$ cat config.mk
export PLATFORM = sky130hd
export DESIGN_NAME = dps_front
export DESIGN_NICKNAME = d
export VERILOG_FILES = /design/src/hw/rtl/dps_pkg.sv /design/src/hw/rtl/dps_front.sv
export SDC_FILE = /design/constraint.sdc
export NUM_CORES = 1
export LEC_CHECK = 0
export ABC_CLOCK_PERIOD_IN_PS = 1950
export BUFFER_PORTS_ARGS = -buffer_cell sky130_fd_sc_hd__buf_2
export CAP_MARGIN = 10
export CORE_MARGIN = 5
export CORE_UTILIZATION = 48
export CTS_BUF_LIST = sky130_fd_sc_hd__clkbuf_4 sky130_fd_sc_hd__clkbuf_8
export DETAILED_ROUTE_END_ITERATION = 12
export GPL_TIMING_DRIVEN = 0
export PLACE_DENSITY = 0.78
export SLEW_MARGIN = 20
export SYNTH_ARGS = -nofsm -noshare
export SYNTH_HDL_FRONTEND = slang
export SYNTH_SLANG_ARGS = --single-unit
$ cat constraint.sdc
create_clock -name clk -period 1.95 [get_ports clk]
set_input_delay 0.4875 -clock clk [delete_from_list [all_inputs] [get_ports clk]]
set_output_delay 0.4875 -clock clk [all_outputs]
set_load 0.03 [all_outputs]
$ cat src/hw/rtl/dps_pkg.sv
`default_nettype none
package dps_pkg;

    localparam int MAX_WORDS    = 256;
    localparam int MAX_WORD_LEN = 10;
    localparam int MAX_SEQ_LEN  = 1048576;

    localparam int CMD_W   = 2;
    localparam int WIDX_W  = 8;
    localparam int CPOS_W  = 4;
    localparam int CHAR_W  = 8;
    localparam int WC_W    = 9;
    localparam int OUT_W   = 21;

    localparam int WORD_AW = (MAX_WORDS > 1) ? $clog2(MAX_WORDS) : 1;
    localparam int CNT_W   = $clog2(MAX_WORDS + 1);
    localparam int SEQ_W   = $clog2(MAX_SEQ_LEN + 1);

    localparam int QDEPTH  = 2;
    localparam int Q_AW    = 1;
    localparam int Q_CW    = 2;

    typedef enum logic [CMD_W-1:0] {
        CMD_START = 2'd0,
        CMD_LOAD  = 2'd1,
        CMD_SEQ   = 2'd2,
        CMD_NOP   = 2'd3
    } cmd_t;

    typedef enum logic {
        ST_IDLE,
        ST_SCAN
    } back_state_t;

    typedef struct packed {
        cmd_t              cmd;
        logic [WIDX_W-1:0] widx;
        logic [CPOS_W-1:0] cpos;
        logic [CHAR_W-1:0] cval;
    } req_t;

    typedef logic [MAX_WORD_LEN-1:0][CHAR_W-1:0] char_row_t;

    // A word of length L matches when the newest L characters, read oldest
    // first, equal the word and the prefix before them is reachable.
    function automatic logic dps_word_hit(
        input char_row_t               row,
        input char_row_t               win,
        input logic [MAX_WORD_LEN:0]   reach
    );
        logic [MAX_WORD_LEN-1:0] ended;
        logic [MAX_WORD_LEN-1:0] eq;
        logic                    hit;
        ended = '0;
        eq    = '1;
        hit   = 1'b0;
        for (int k = 0; k < MAX_WORD_LEN; k++)
        begin
            if (k == 0)
                ended[k] = (row[k] == '0);
            else
                ended[k] = ended[k-1] || (row[k] == '0);
        end
        for (int l = 1; l <= MAX_WORD_LEN; l++)
        begin
            for (int k = 0; k < l; k++)
            begin
                if (row[k] != win[l-1-k])
                    eq[l-1] = 1'b0;
            end
        end
        for (int l = 1; l <= MAX_WORD_LEN; l++)
        begin
            // Length is exactly l: no zero among the first l, and a zero or
            // the end of the row right after.
            if (!ended[l-1] && ((l == MAX_WORD_LEN) || ended[l % MAX_WORD_LEN])
                && reach[l-1] && eq[l-1])
                hit = 1'b1;
        end
        return hit;
    endfunction

endpackage
`default_nettype wire

$ cat src/hw/rtl/dps_front.sv
`default_nettype none
module dps_front
    import dps_pkg::*;
(
    input  wire logic              clk,
    input  wire logic              rst_n,
    input  wire logic              in_valid,
    output logic                   in_stall,
    input  wire logic [CMD_W-1:0]  command,
    input  wire logic [WIDX_W-1:0] word_index,
    input  wire logic [CPOS_W-1:0] char_position,
    input  wire logic [CHAR_W-1:0] char_value,
    output logic                   q_valid,
    output req_t                   q_req,
    input  wire logic              q_take
);

    req_t            fifo_reg [QDEPTH];
    logic [Q_AW-1:0] wr_ptr_reg;
    logic [Q_AW-1:0] rd_ptr_reg;
    logic [Q_CW-1:0] count_reg;
    logic            push;
    req_t            in_req;

    always_comb
    begin
        in_req.cmd  = cmd_t'(command);
        in_req.widx = word_index;
        in_req.cpos = char_position;
        in_req.cval = char_value;
    end

    assign in_stall = (count_reg == Q_CW'(QDEPTH));
    assign push     = in_valid && !in_stall;
    assign q_valid  = (count_reg != '0);
    assign q_req    = fifo_reg[rd_ptr_reg];

    always_ff @(posedge clk)
    begin
        if (push)
            fifo_reg[wr_ptr_reg] <= in_req;
    end

    always_ff @(posedge clk or negedge rst_n)
    begin
        if (!rst_n)
        begin
            wr_ptr_reg <= '0;
            rd_ptr_reg <= '0;
            count_reg  <= '0;
        end
        else
        begin
            if (push)
                wr_ptr_reg <= wr_ptr_reg + 1'b1;
            if (q_take)
                rd_ptr_reg <= rd_ptr_reg + 1'b1;
            if (push && !q_take)
                count_reg <= count_reg + 1'b1;
            else if (!push && q_take)
                count_reg <= count_reg - 1'b1;
        end
    end

endmodule
`default_nettype wire

* Yosys cells after proc, flatten, opt, wreduce, memory -nomap -nowiden *
Memory sizes are Yosys's and may differ from the RTL's.
Cells that the tools add are included.

word-level totals
  logic and storage cells = 21
  bits in writable memories = 44
  register bits = 4
  memories = 1

memories
  memory    words  bits a word  read ports  clocked after memory_dff  wr ports  line             RTL
  fifo_reg  2      22           1           0                         1         dps_front.sv:18  req_t fifo_reg [QDEPTH];

operators by class
  multiplexer cells = 4
  add/subtract/negate cells = 4
  reductions and logical operators = 8
  equal/unequal tests = 1

operator list
  operator                                                            number
  2-bit 2-to-1 mux                                                    2
  2-bit nonzero test                                                  2
  1-bit logical AND                                                   3
  1-bit logical NOT                                                   3
  1-bit adder, second input constant                                  2
  2-bit by 1-bit adder with 2-bit output, second input constant       1
  2-bit == test, second input constant                                1
  1-bit 2-to-1 mux                                                    2
  2-bit by 1-bit subtractor with 2-bit output, second input constant  1

* Longest topological paths before layout *
Gate-level depths: netlist (run 1).

  word-level depth = 7
  depth in mapped cells = 7

* Least setup slack after synthesis (run 1) *
Ideal clock, no wire load.

  path kind = register -> register
  from = register count_reg[0]
  to = memory fifo_reg[0][0] (netlist bit) (enable)
  cell stages (with the launch flop) = 4
  setup slack = -0.016 ns
  arrival = 1.565 ns
  clock period less this slack = 1.966 ns
  buffers on the path = 0
  required time = 1.549 ns
  setup time = 0.401 ns
  cells stage by stage = dfrtp_1 > nand2b_1 > nand2_1 > nor2_1

between the ends
  word-level cells in the longest chain between the ends = 5

RTL lines
  item                                    line             RTL
  from (decl)                             dps_front.sv:21  logic [Q_CW-1:0] count_reg;
  from (signal assigned)                  dps_front.sv:59  count_reg <= count_reg + 1'b1;
  from (signal assigned)                  dps_front.sv:61  count_reg <= count_reg - 1'b1;
  2-bit == test                           dps_front.sv:33  assign in_stall = (count_reg == Q_CW'(QDEPTH));
  1-bit logical NOT                       dps_front.sv:34  assign push = in_valid && !in_stall;
  1-bit logical AND                       dps_front.sv:34
  1-bit 2-to-1 mux                        dps_front.sv:40  if (push)
  1-bit 2-to-1 mux (implied by the code)  dps_front.sv:41  fifo_reg[wr_ptr_reg] <= in_req;
  to (decl)                               dps_front.sv:18

No other way between the ends.

==> results of run 1 <==
==> critical path: stages, from the launching register on <==
cell	delay, ns
dfrtp_2	0.42
buf_6	0.17
mux2_2	0.34
buf_2	0.18
==> what timing repair did <==
action                                  CTS  global route
pin swaps                                 0             0
endpoints found under the setup margin   41            14
buffers inserted                          0             1
hold buffers                              1             0
hold endpoints to repair                  4             0
resized for setup                         2             0
==> stage by stage <==
step                utilization (%)  power, mW
global route                   60.5       3.55
floorplan                         -       2.53
CTS                            60.3       3.41
global placement               57.7       2.86
detailed placement             57.7       2.89
finish                         60.5       3.37
==> layer usage <==
metal | track usage, % | routed length, µm | part of all wire (%) | vias up
met1 | 10.7 | 993 | 38 | 431
met2 | 20.3 | 1410 | 54 | 31
met4 | 3.13 | 30 | 1.1 | 0
met3 | 5.82 | 197 | 7.5 | 6
met5 | 0 | 0 | 0 | -
li1 | - | - | - | 441
==> final cells by class <==
class | count | share of cell area (%)
clock inverters | 2 | 0.342
well taps | 48 | 2.73
clock buffers | 5 | 3.13
flip-flops and latches | 48 | 64.7
inverters | 3 | 0.513
multi-input cells | 34 | 15.5
plain buffers | 2 | 1.03
repair buffers | 51 | 12.0
==> logic make-up after synthesis <==
| kind of cell | after synthesis | share of synthesized area [%] |
|---|---|---|
| flip-flops | 48 | 79.4 |
| multiplexers | 22 | 13.8 |
| AND/OR/NAND/NOR | 6 | 1.68 |
| XOR/XNOR | 5 | 2.45 |
| buffers and inverters | 5 | 1.89 |
| adder cells (fa/ha/maj) | 1 | 0.699 |
==> cells in the final DEF, fill, tap and decap left out <==
cell type / count
buf_2: 49
nand2b_1: 1
buf_6: 2
and3_1: 1
nor2_1: 1
mux2_2: 22
ha_1: 1
dfrtp_2: 1
edfxtp_1: 44
inv_1: 3
nand2_1: 1
or2_2: 1
dlygate4sd3_1: 1
xor2_1: 3
xnor2_1: 2
nor2_4: 1
dfrtp_1: 3
clkbuf_8: 5
clkinv_1: 2
buf_4: 1
==> report_power, final <==
group	switching, mW	internal, mW
Clock	0.269	0.236
Sequential	0.0907	1.42
Combinational	0.852	0.503
Total	1.21	2.16
==> worst max-delay path by stage <==
| stage | startpoint | endpoint | cells past startpoint |
|---|---|---|---|
| floorplan | count_reg[0]$_DFFE_PN0P_ | fifo_reg[0][0]$_DFFE_PP_ | 3 |
| global placement | in_valid | fifo_reg[0][17]$_DFFE_PP_ | 3 |
| detailed placement | in_valid | fifo_reg[0][6]$_DFFE_PP_ | 3 |
| CTS | rd_ptr_reg$_DFFE_PN0P_ | q_req[4] | 3 |
| global route | rd_ptr_reg$_DFFE_PN0P_ | q_req[14] | 3 |
| finish | rd_ptr_reg$_DFFE_PN0P_ | q_req[4] | 3 |
==> impl_results.md, run 1 <==
* Die extent in y at 71.1 µm
* Max Fanout on Critical Path at 10
* Post-Syn Instances at 87
* Final WL at 2.63 mm
* Min-Delay Path Depth at 1
* Warnings from Yosys at 0
* Async SR Flop Fraction at 8.33%
* Unique cell type count in the Yosys netlist at 13
* Max reg flops at 44
* Post-synth top cells: edfxtp_1, mux2_2, dfrtp_1
* Max-Cap Viols at 0
* Type of the worst min-delay path: in2reg
* # DRC at 0
* Clk_lat worst skew at 0.28 ns
* TNS Setup at 0 ns
* Yosys reg bits at 48
* Via count at 909
* Most common cell in the netlist: edfxtp_1
* Worst Hold Path EP: fifo_reg[0][17]$_DFFE_PP_
* HP Start: word_index[5]
* Router iterations before antenna repair at 2
* R2R setup slack at 0.17 ns
* Pwr dens at 1530 mW/mm²
* Antenna Cells at 0
* Num rows at 22
* Area share of the largest cell type after synthesis at 73.8%
* Clk slew on worst S/H paths at 0.07 ns
* Post-Layout Cell Count at 193
* Status: finished clean
* Antenna Nets Post-Route at 0
* Die X at 71.1 µm
* Clock Skews at 0.00248 ns
* Worst path arrival time at 1.39 ns
* Setup-failing EPs final at 0
* Max_slew headroom at 32.9%
* Layout cells sized above 1 at 56.6%
* Htree depth at 2
* I/O Buffers at 49
* DR vias/cell at 4.71
* Fmax at 532 MHz
* Initial core utilization at 49.2%
* Worst flop-to-flop path endpoint: fifo_reg[1][7]$_DFFE_PP_
* Net count after synthesis at 114
* Placement Cell Area at 0.00210 mm²
* CP Class: reg2out
* NumNets Final at 172
* Gr usage total at 11.1%
* RR Startpoint: count_reg[0]$_DFFE_PN0P_
* Cts bufs inserted at 5
* Design area at 0.00220 mm²
* Fill count at 303
* Initial antenna violation count at 0
* Post-synthesis sequential area ratio at 79.4%
* Largest net degree at the start of global routing at 23
* LEAKAGE at 0.858 nW
* CP startpoint kind: register
* Placement Setup Slack at -0.0434 ns
* Post-DR wirelength/cell at 13.6 µm
* Period utilisation layout at 96.4%
* Dpl cells at 184
* Hold_ws at 0.390 ns
* CTS tree: built
* Root buf cell: clkbuf_8
* Core area at 0.00363 mm²
* Slew @ Worst Pin at 1.01 ns
* Multi-input combinational cell area at 342 µm²
* Syn_area_per_cell at 20.6 µm²
* Sink Count at 48
* Count of pins over their slew limit at 0
* Crit path required time at 1.46 ns
* Wire length of the first global-routing pass at 4.21 mm
* VDD IR-drop max at 674 µV
* Post-synth EDFFs at 44
* Overflow after GRT at 0
* Register area at 0.00142 mm²
* Fin crit period at 1.88 ns
* DR iter-0 viols at 17
* IO Count at 50
* Dpl hpwl at 1.90 mm
* Syn-to-layout area delta at 22.8%
* Overall die area at 0.00505 mm²
* Endpoints failing hold at 0
* Top FF cell, synth: edfxtp_1
* Vias in the first global route at 967
* Worst Setup End Kind: output pin
* Cell taking the most area after synthesis: edfxtp_1
* Worst Slack Setup Final at 0.0699 ns
* RSZ-0062 raised after global routing: no
* Placer Congestion at 0.688
* Top cells by area, synth: edfxtp_1, mux2_2, dfrtp_1, xor2_1, buf_6
* CTS max path bufs at 2
* Post-Synthesis Cell Area at 0.00179 mm²
* R2r worst-path depth at 2
Note: power is estimated with default switching activity, not from simulation.
==> run 2: changes to the inputs <==
- PLACE_DENSITY: 0.78 -> default
- PLACE_DENSITY_LB_ADDON: default -> 0.3
==> impl_results.md, run 2 (synthesis results as in run 1) <==
* Status: finished clean
* Core area at 0.00363 mm²
* I/O Buffers at 49
* Antenna Nets Post-Route at 0
* Post-DR wirelength/cell at 15.0 µm
* Cell family with most CP delay: flip-flops
* Psw at 1.24 mW
* CP Class: reg2out
* Worst Setup End Kind: output pin
* Post-Layout Cell Count at 195
* Count of pins over their slew limit at 0
* Num rows at 22
* Gr usage total at 12.6%
* Clock power frac at 16.3%
* Crit path buf inv count at 2
* Worst flop-to-flop path endpoint: fifo_reg[0][16]$_DFFE_PP_
* # DRC at 0
* Via count at 923
* P_int at 2.21 mW
* Worst Slack Setup Final at 0.0835 ns
* DR vias/cell at 4.73
* Most frequent cells in the layout: buf_2, edfxtp_1, mux2_2
* Part of the power in combinational logic at 39.9%
* Max reg flops at 44
* CTS max path bufs at 2
* CP startpoint kind: register
* Most common cell after layout, fill and taps aside: buf_2
* Dpl hpwl at 1.99 mm
* Slew @ Worst Pin at 0.644 ns
* NumNets Final at 173
* Min-Delay Path Depth at 1
* Switching Fraction at 35.9%
* Worst path arrival time at 1.38 ns
* RR Startpoint: count_reg[0]$_DFFE_PN0P_
* Overflow after GRT at 0
* Placer Congestion at 0.661
* Crit path required time at 1.46 ns
* Router iterations before antenna repair at 3
* Fin util at 61.0%
* RSZ-0062 raised after global routing: no
* Initial core utilization at 49.2%
* Overall die area at 0.00505 mm²
* Clk slew on worst S/H paths at 0.08 ns
* Htree depth at 2
* Tot Pwr at 3.45 mW
* Dpl cells at 184
* Cts bufs inserted at 5
* Die X at 71.1 µm
* IO Count at 50
* Sink Count at 48
* R2R setup slack at 0.31 ns
* Worst Hold Path EP: fifo_reg[1][20]$_DFFE_PP_
* CP max-delay cell: dfrtp_2
* Final WL at 2.92 mm
* Initial antenna violation count at 0
* Antenna Cells at 0
* Type of the worst min-delay path: in2reg
* Worst path cell trace: buf_6 -> mux2_2 -> buf_2
* Die extent in y at 71.1 µm
* Clk_lat worst skew at 0.29 ns
* Fill count at 307
* Placement Setup Slack at -0.0620 ns
* HP Start: command[0]
* DR iter-0 viols at 36
* Fmax at 536 MHz
* Largest net degree at the start of global routing at 23
* Vias in the first global route at 1,008
* Root buf cell: clkbuf_8
* Wire length of the first global-routing pass at 4.68 mm
* Reg power frac at 43.9%
* Max_slew headroom at 57.0%
* Max-Cap Viols at 0
* Layout cells sized above 1 at 58.5%
* Max Fanout on Critical Path at 10
* CTS tree: built
* Clock Skews at 0.00458 ns
* VDD IR-drop max at 906 µV
* TNS Setup at 0 ns
* Endpoints failing hold at 0
* Max stage delay on crit path at 0.41 ns
* R2r worst-path depth at 3
* Fin crit period at 1.87 ns
* Syn-to-layout area delta at 23.9%
* Setup-failing EPs final at 0
* Period utilisation layout at 95.7%
* Pwr dens at 1560 mW/mm²
* LEAKAGE at 0.870 nW
==> run 2: cell count changes in the layout (fill, tap and decap cells not counted) <==
cell / delta
and3_1: -1
and3_2: +1
buf_4: +1
clkbuf_4: +2
clkinv_1: -1
==> run 2: worst max-delay path by stage <==
stage | startpoint | end | cells after the start | slack [ns]
floorplan | count_reg[0]$_DFFE_PN0P_ | fifo_reg[0][0]$_DFFE_PP_ | 3 | 0.34
global placement | in_valid | fifo_reg[0][11]$_DFFE_PP_ | 3 | -0.005
detailed placement | count_reg[0]$_DFFE_PN0P_ | fifo_reg[0][6]$_DFFE_PP_ | 3 | -0.06
CTS | rd_ptr_reg$_DFFE_PN0P_ | q_req[12] | 3 | 0.02
global route | rd_ptr_reg$_DFFE_PN0P_ | q_req[17] | 3 | 0.01
finish | rd_ptr_reg$_DFFE_PN0P_ | q_req[12] | 3 | 0.08
==> run 2: timing repair <==
item | in CTS | in global routing
pin swaps | 0 | 0
hold buffers | 1 | 0
endpoints found under the hold margin | 4 | 0
resized for setup | 2 | 1
endpoints found under the setup margin | 41 | 41
setup buffers | 0 | 2
==> run 2: through the flow <==
step / instance area [µm²] / hold slack (ns)
after floorplan: 1790 / 0.192
after global placement: 2100 / 0.294
after detailed placement: 2100 / 0.298
after CTS: 2200 / 0.373
after global routing: 2220 / 0.364
final: 2220 / 0.385
==> run 2: area by class of cell <==
class / count / area (µm²) / share of cell area, %
sequential: 48 / 1420 / 64.2
multi-input combinational: 34 / 343 / 15.5
timing repair buffer: 52 / 270 / 12.2
clock buffer: 7 / 83.8 / 3.78
tap: 48 / 60.1 / 2.71
buffer: 2 / 22.5 / 1.02
inverter: 3 / 11.3 / 0.508
clock inverter: 1 / 3.75 / 0.169
==> run 2: power groups by stage <==
stage | Combinational [mW] | Clock [mW] | Sequential, mW
after floorplan | 1.03 | 0 | 1.51
after global placement | 1.34 | 0 | 1.52
after detailed placement | 1.36 | 0 | 1.54
after CTS | 1.37 | 0.580 | 1.53
after global routing | 1.47 | 0.627 | 1.54
final | 1.38 | 0.562 | 1.51
==> run 2: metal layers <==
layer  part of all wire, %  vias up  global-route usage, %
met3                   7.2        5                   5.40
li1                      -      446                      -
met1                    38      441                   12.9
met5                     0        -                      0
met2                    54       31                   22.6
met4                   1.4        0                   5.01
